==> config.mk <==
export PLATFORM = sky130hd
export DESIGN_NAME = bpa_ctrl
export DESIGN_NICKNAME = d
export VERILOG_FILES = /design/src/rtl/bpa_pkg.sv /design/src/rtl/bpa_ctrl.sv
export SDC_FILE = /design/constraint.sdc
export NUM_CORES = 1
export LEC_CHECK = 0
export BUFFER_PORTS_ARGS = -buffer_cell sky130_fd_sc_hd__buf_2
export CORE_MARGIN = 2
export CORE_UTILIZATION = 45
export CTS_CLUSTER_DIAMETER = 80
export DETAILED_ROUTE_END_ITERATION = 8
export PLACE_DENSITY = 0.78
export SETUP_SLACK_MARGIN = 0.05
export SLEW_MARGIN = 20
export SYNTH_ARGS = -nofsm -noshare
export SYNTH_HDL_FRONTEND = slang
export SYNTH_SLANG_ARGS = --single-unit
==> constraint.sdc <==
create_clock -name clk_i -period 3 [get_ports clk_i]
set_clock_uncertainty 0.05 [all_clocks]
set_input_delay 0.15 -clock clk_i [delete_from_list [all_inputs] [get_ports clk_i]]
set_output_delay 0.15 -clock clk_i [all_outputs]
set_load 0.005 [all_outputs]
==> src/rtl/bpa_pkg.sv <==
package bpa_pkg;

  // Largest region order that the node memory is sized for.
  localparam int unsigned ORDER_LIMIT = 10;

  // Action codes of an input beat.
  localparam logic [1:0] ACT_ALLOC  = 2'd0;
  localparam logic [1:0] ACT_FREE   = 2'd1;
  localparam logic [1:0] ACT_LOOKUP = 2'd2;

  // Status codes of a result beat.
  localparam logic [1:0] ST_OK      = 2'd0;
  localparam logic [1:0] ST_NOSPACE = 2'd1;
  localparam logic [1:0] ST_BAD     = 2'd2;

  // Configuration register index.
  localparam logic REG_TREE_ORDER = 1'b0;

  // Reset value of the tree order register.
  localparam int unsigned TREE_ORDER_RESET = 10;

  typedef enum logic [2:0] {
    RD_ROOT  = 3'd0,
    RD_LEFT  = 3'd1,
    RD_RIGHT = 3'd2,
    RD_IDX   = 3'd3,
    RD_SIB   = 3'd4
  } rd_sel_e;

  typedef enum logic [1:0] {
    RES_ALLOC   = 2'd0,
    RES_FOUND   = 2'd1,
    RES_NOSPACE = 2'd2,
    RES_BAD     = 2'd3
  } res_kind_e;

  typedef struct packed {
    logic      init_step;
    logic      load;
    rd_sel_e   rd_sel;
    logic      latch_left;
    logic      descend;
    logic      mark;
    logic      found_write;
    logic      climb;
    logic      merge_write;
    logic      set_res;
    res_kind_e res_kind;
    logic      out_load;
  } bpa_cmd_t;

  typedef struct packed {
    logic init_last;
    logic reinit;
    logic act_alloc;
    logic act_free;
    logic page_bad;
    logic root_short;
    logic lvl_gt;
    logic lvl_dec_gt;
    logic node_used;
    logic idx_zero;
  } bpa_status_t;

endpackage

==> src/rtl/bpa_ctrl.sv <==
module bpa_ctrl (
  input  logic                 clk_i,
  input  logic                 rst_ni,
  input  logic                 in_valid_i,
  output logic                 in_ready_o,
  output logic                 out_valid_o,
  input  logic                 out_ready_i,
  input  bpa_pkg::bpa_status_t status_i,
  output bpa_pkg::bpa_cmd_t    cmd_o
);

  typedef enum logic [12:0] {
    S_INIT  = 13'b0000000000001,
    S_IDLE  = 13'b0000000000010,
    S_DISP  = 13'b0000000000100,
    S_A_CHK = 13'b0000000001000,
    S_A_RL  = 13'b0000000010000,
    S_A_RR  = 13'b0000000100000,
    S_A_DEC = 13'b0000001000000,
    S_MARK  = 13'b0000010000000,
    S_F_RD  = 13'b0000100000000,
    S_F_CHK = 13'b0001000000000,
    S_U_RS  = 13'b0010000000000,
    S_U_WR  = 13'b0100000000000,
    S_DONE  = 13'b1000000000000
  } state_e;

  state_e state_q, state_d;
  logic   out_valid_q, out_valid_d;

  always_comb begin
    state_d     = state_q;
    cmd_o       = '0;
    cmd_o.rd_sel   = bpa_pkg::RD_ROOT;
    cmd_o.res_kind = bpa_pkg::RES_BAD;
    out_valid_d = out_valid_q & ~out_ready_i;
    unique case (state_q)
      S_INIT: begin
        cmd_o.init_step = 1'b1;
        if (status_i.init_last) state_d = S_IDLE;
      end
      S_IDLE: begin
        if (in_valid_i) begin
          cmd_o.load = 1'b1;
          state_d    = S_DISP;
        end
      end
      S_DISP: begin
        if (status_i.act_alloc) begin
          cmd_o.rd_sel = bpa_pkg::RD_ROOT;
          state_d      = S_A_CHK;
        end else if (status_i.page_bad) begin
          cmd_o.set_res  = 1'b1;
          cmd_o.res_kind = bpa_pkg::RES_BAD;
          state_d        = S_DONE;
        end else begin
          cmd_o.rd_sel = bpa_pkg::RD_IDX;
          state_d      = S_F_CHK;
        end
      end
      S_A_CHK: begin
        if (status_i.root_short) begin
          cmd_o.set_res  = 1'b1;
          cmd_o.res_kind = bpa_pkg::RES_NOSPACE;
          state_d        = S_DONE;
        end else if (status_i.lvl_gt) begin
          state_d = S_A_RL;
        end else begin
          state_d = S_MARK;
        end
      end
      S_A_RL: begin
        cmd_o.rd_sel = bpa_pkg::RD_LEFT;
        state_d      = S_A_RR;
      end
      S_A_RR: begin
        cmd_o.rd_sel     = bpa_pkg::RD_RIGHT;
        cmd_o.latch_left = 1'b1;
        state_d          = S_A_DEC;
      end
      S_A_DEC: begin
        cmd_o.descend = 1'b1;
        state_d       = status_i.lvl_dec_gt ? S_A_RL : S_MARK;
      end
      S_MARK: begin
        cmd_o.mark     = 1'b1;
        cmd_o.set_res  = 1'b1;
        cmd_o.res_kind = bpa_pkg::RES_ALLOC;
        state_d        = S_U_RS;
      end
      S_F_RD: begin
        cmd_o.rd_sel = bpa_pkg::RD_IDX;
        state_d      = S_F_CHK;
      end
      S_F_CHK: begin
        priority if (status_i.node_used) begin
          cmd_o.set_res  = 1'b1;
          cmd_o.res_kind = bpa_pkg::RES_FOUND;
          if (status_i.act_free) begin
            cmd_o.found_write = 1'b1;
            state_d           = S_U_RS;
          end else begin
            state_d = S_DONE;
          end
        end else if (status_i.idx_zero) begin
          cmd_o.set_res  = 1'b1;
          cmd_o.res_kind = bpa_pkg::RES_BAD;
          state_d        = S_DONE;
        end else begin
          cmd_o.climb = 1'b1;
          state_d     = S_F_RD;
        end
      end
      S_U_RS: begin
        if (status_i.idx_zero) begin
          state_d = S_DONE;
        end else begin
          cmd_o.rd_sel = bpa_pkg::RD_SIB;
          state_d      = S_U_WR;
        end
      end
      S_U_WR: begin
        cmd_o.merge_write = 1'b1;
        state_d           = S_U_RS;
      end
      S_DONE: begin
        if (!out_valid_q || out_ready_i) begin
          cmd_o.out_load = 1'b1;
          out_valid_d    = 1'b1;
          state_d        = S_IDLE;
        end
      end
      default: state_d = S_INIT;
    endcase
    // A valid register write rebuilds the tree from scratch.
    if (status_i.reinit) state_d = S_INIT;
  end

  always_ff @(posedge clk_i or negedge rst_ni) begin
    if (!rst_ni) begin
      state_q     <= S_INIT;
      out_valid_q <= 1'b0;
    end else begin
      state_q     <= state_d;
      out_valid_q <= out_valid_d;
    end
  end

  assign in_ready_o  = (state_q == S_IDLE);
  assign out_valid_o = out_valid_q;

endmodule

# [After elaboration in Yosys (flattened, before gate mapping)]
# Index checks and enable logic that the tools add are counted.
[totals] register_bits=14 input_bits=14 out_inout_bits=17 wordCells=64
[op_classes] eq_ne=16 muxes=40 bitwise=2 n_reduce_logical=4
[ops] op="$pmux 13 s12" count=1
[ops] op="$mux 13" count=11
[ops] op="$mux 3" count=6
[ops] op="$mux 8" count=2
[ops] op="$mux 1" count=15
[ops] op="$pmux 3 s5" count=1
[ops] op="$eq 13x1->1 const B" count=1
[ops] op="$eq 13x10->1 const B" count=1
[ops] op="$eq 13x11->1 const B" count=1
[ops] op="$eq 13x12->1 const B" count=1
[ops] op="$eq 13x13->1 const B" count=1
[ops] op="$eq 13x2->1 const B" count=1
[ops] op="$eq 13x3->1 const B" count=1
[ops] op="$eq 13x4->1 const B" count=1
[ops] op="$eq 13x5->1 const B" count=1
[ops] op="$eq 13x6->1 const B" count=1
[ops] op="$eq 13x7->1 const B" count=1
[ops] op="$eq 13x8->1 const B" count=1
[ops] op="$eq 13x9->1 const B" count=1
[ops] op="$pmux 3 s4" count=1
[ops] op="$mux 2" count=3
[ops] op="$ne 3x3->1 const B" count=2
[ops] op="$ne 3x2->1 const B" count=1
[ops] op="$reduce_and 3->1" count=1
[ops] op="other kinds (5)" count=5

# [Logic depth before layout (Yosys ltp)]
[logic_depth] ltp_word=5 mapped_depth=6 mapped_depth_nobuf=5

# [Worst setup path after synthesis]
# No wires, ideal clock.
[synth_path] kind="reg-to-reg" startpoint="register state_q[4]" endpoint="register state_q[7]" setup_ns=0.078 arrival_ns=1.865 required_time_ns=2.872 setup_slack_ns=1.007 path_stages_with_launch=6 path_buffers=0 period_less_slack_ns=1.993 cell_sequence="dfrtp_1 nor4_4 nand3_2 or3_1 or4b_1 a21oi_1"
[synth_via] elab_chain_cells=4 word_cells_on_any_way=20 classes_between="16 x eq/ne; 2 x mux; 2 x reduce/logical"
[synth_lines] element="start: declaration" line_no="bpa_ctrl.sv:28" source="state_e state_q, state_d;"
[synth_lines] element="start signal: assignment" line_no="bpa_ctrl.sv:144" source="state_q <= state_d;"
[synth_lines] element="$eq 13x12->1 or $eq 13x8->1 (tied branches)" line_no="bpa_ctrl.sv:37" source="unique case (state_q)"
[synth_lines] element="$reduce_or 2->1 (no source line)"
[synth_lines] element="$pmux 13 s12" line_no="bpa_ctrl.sv:37"
[synth_lines] element="$mux 13" line_no="bpa_ctrl.sv:136" source="if (status_i.reinit) state_d = S_INIT;"
# Several ways; a longest one is shown, not always the timed one.
# A chain may end at the register's enable or synchronous reset.

==> impl_results.md <==
- Status: finished clean
- Synthesized flop and latch total: 14
- Top cell type's share of synthesized area: 31.4%
- Die ar.: 0.00270 mm^2
- Dpl cells: 171
- Share of synthesized registers carrying an async set or reset: 100%
- Commonest register cell after synthesis: dfrtp_1
- Cell taking the most area after synthesis: dfrtp_1
- Post-synth EDFFs: 0
- Sequential-to-total area share from yosys stat: 33.9%
- Leakage: 0.000636 uW
- Clock Sinks: 14
- Most frequent cells in the layout: 30 x buf_2, 14 x nor2_1, 13 x dfrtp_1
- CP endpoint: cmd_o[11]
- DRT iter0 DRCs: 20
- Placement row count: 17
- Detailed-route wire length per cell: 14.4 um
- Reg area: 352 um^2
- Final HPWL DP: 1970 um
- TritonCTS clock tree: done
- HP Class: in -> reg
- Most common cell after layout, fill and taps aside: buf_2
- GP Congestion: 0.888
- Gr usage total: 20.3%
- Syn Nets: 134
- Setup TNS: 0 ns
- Overflow left after global routing: 0
- Crit-path cells: or4_1 > nor4_2 > nor2b_1 > nand3b_1 > nand2_1 > buf_2
- ANT cells: 0
- Setup crit start kind: flop
- Clock Power Share: 24.7%
- Buf/Inv on CP: 1
- RSZ-0062 raised after global routing: no
- Worst flop-to-flop path startpoint: state_q[4]
- First-pass GRT wire length: 4090 um
- Req. time, crit path: 2.80 ns
- R2R setup slack: 0.82 ns
- Setup violators final: 0
- Slew Limit Fails: 0
- Initial antenna violation count: 0
- Final worst path period share: 84.0%
- Critical path type: reg -> out
- Remaining DRCs: 0
- Area added between synthesis and finish: 18.7%
- Inserted Clock Buffers: 3
- Mapped Cells: 120
- CP arrival: 2.32 ns
- Footprint of the multi-input gates: 646 um^2
- Worst IR Drop VDD: 0.307 mV
- Worst Reg-to-Reg Cells: 5
- Crit. Startpoint: state_q[8]
- CP Depth: 6
- I/O pin count: 31
- Deepest clock path buffer count: 2
- Routed wire length: 2540 um
- Total number of vias: 1,047
- Switching power: 137 uW
- DRT antenna net count: 0
- Slowest-stage cell, CP: or4_1
- FMAX: 397 MHz
- Worst-Skew Late Latency: 0.27 ns
- Syn Area/Cell: 8.63 um^2
- Sequential share of power: 48.3%
- Synth top area cells: dfrtp_1 31%, nor2_1 5.1%, nor4_4 4.1%
- H-tree levels: 1
- Internal Pwr Total: 306 uW
- Post-Syn Area: 0.00104 mm^2
- Placed instance area: 0.00119 mm^2
- Headroom to the max-slew limit: 57.3%
- Worst-margin pin slew: 0.634 ns
- R2R Path End: state_q[7]
- Comb power frac: 26.9%
- Finished Cell Area: 0.00123 mm^2
- Clock-pin transition on the worst setup and hold timing paths: 0.08 ns
- Port-buffer cells: 30
- Clk root buf: clkbuf_4
- Cell family with most CP delay: simple AND/OR/NAND/NOR gates
- Largest net degree at the start of global routing: 15
- Switching Share: 31.0%
- Vias in the first global route: 969
- Final #Nets: 163
- Count of yosys warnings during synthesis: 0
- Height of the die: 52.0 um
- Core footprint: 0.00219 mm^2
- Detailed Routing Iterations Pass 1: 4
- Vias per cell: 5.95
- CP max FO: 7
- Layout cell share with drive strength beyond 1: 28.4%
- Fin. Hold Viols: 0
- Die X: 52.0 um
- Slowest stage delay, CP: 0.65 ns
- Fillcell total: 206
- Cell Count, Final, Fillers Out: 176
- Synth cell types: 41
- Worst setup EP type: output port
- Final Critical Period: 2.52 ns
- Pwr Density: 360 mW/mm^2
- Hold slack: 0.0393 ns
- MaxCap Viol Count: 0
- Initial core utilization: 47.3%
[registers in the layout, indices dropped and copies added, names as in the netlist]
name         flops
state_q         13
out_valid_o      1
[final cells by class]
| cell class | count | share of cell area, % |
|---|---|---|
| Timing Repair Buffer | 31 | 13.0 |
| Tap cell | 28 | 2.85 |
| Multi-Input combinational cell | 96 | 52.5 |
| Clock buffer | 4 | 2.14 |
| Sequential cell | 14 | 28.6 |
| Inverter | 3 | 0.916 |
[logic make-up (layout without fill, tap and decap cells)]
kind of cell	after synthesis	after routing	share of synthesized area, %
simple gates	69	69	43.2
buf+inv	10	38	3.74
compound gates	22	22	14.6
xor+xnor	4	4	3.38
mux	1	1	1.09
flops	14	14	33.9
[worst min-delay path by stage]
| stage | cells after the start | start | slack [ns] | endpoint |
|---|---|---|---|---|
| final | 2 | status_i[1] | 0.04 | state_q[8] |
| after global routing | 2 | status_i[1] | 0.04 | state_q[8] |
| after CTS | 2 | status_i[1] | 0.03 | state_q[8] |
| after detailed placement | 1 | rst_ni | 0.02 | state_q[8] |
| after global placement | 1 | rst_ni | 0.01 | state_q[8] |
| after floorplan | 0 | rst_ni | -0.20 | out_valid_o |
[metal layers]
layer | GRT usage [%] | routed length (um)
met1 | 24.5 | 1100
met2 | 36.1 | 1280
met3 | 3.45 | 142
met4 | 6.58 | 17
met5 | 0 | 0
[per-stage QoR]
stage                     power [uW]  util [%]  setup slack, ns
final                            443      56.1            0.479
after detailed placement         333      54.5            0.794
after global routing             471      56.1            0.323
after global placement           330      54.5            0.880
after CTS                        444      56.1            0.478
after floorplan                  296         -             1.01
[what timing repair did]
action,in CTS,in global routing
gates resized for setup,0,0
hold buffers,1,0
hold endpoints to repair,14,0
buffers inserted,0,0
[power groups by stage]
| stage | registers, uW | logic, uW | clock network [uW] |
|---|---|---|---|
| after floorplan | 203 | 93.5 | 0 |
| after global placement | 216 | 114 | 0 |
| after detailed placement | 217 | 116 | 0 |
| after CTS | 214 | 119 | 112 |
| after global routing | 216 | 132 | 123 |
| final | 214 | 119 | 110 |
[synth_stat cells (2+ instances only)]
master and instances:
nor2_1 14, dfrtp_1 13, nand2_1 7, clkbuf_1 6, nor3_1 6, nand2b_1 5, nand4_1 5, a31oi_1 4
o21ai_0 4, xor2_1 4, a21oi_1 3, and3_1 3, and4b_1 3, inv_1 3, nor2b_1 3, nor4_1 3
a22o_1 2, and2_1 2, nand3b_1 2, nor4_2 2, nor4_4 2, o211ai_1 2, o22a_1 2, or3_1 2
or4_1 2
No activity file was read; power rests on OpenSTA's default activity.
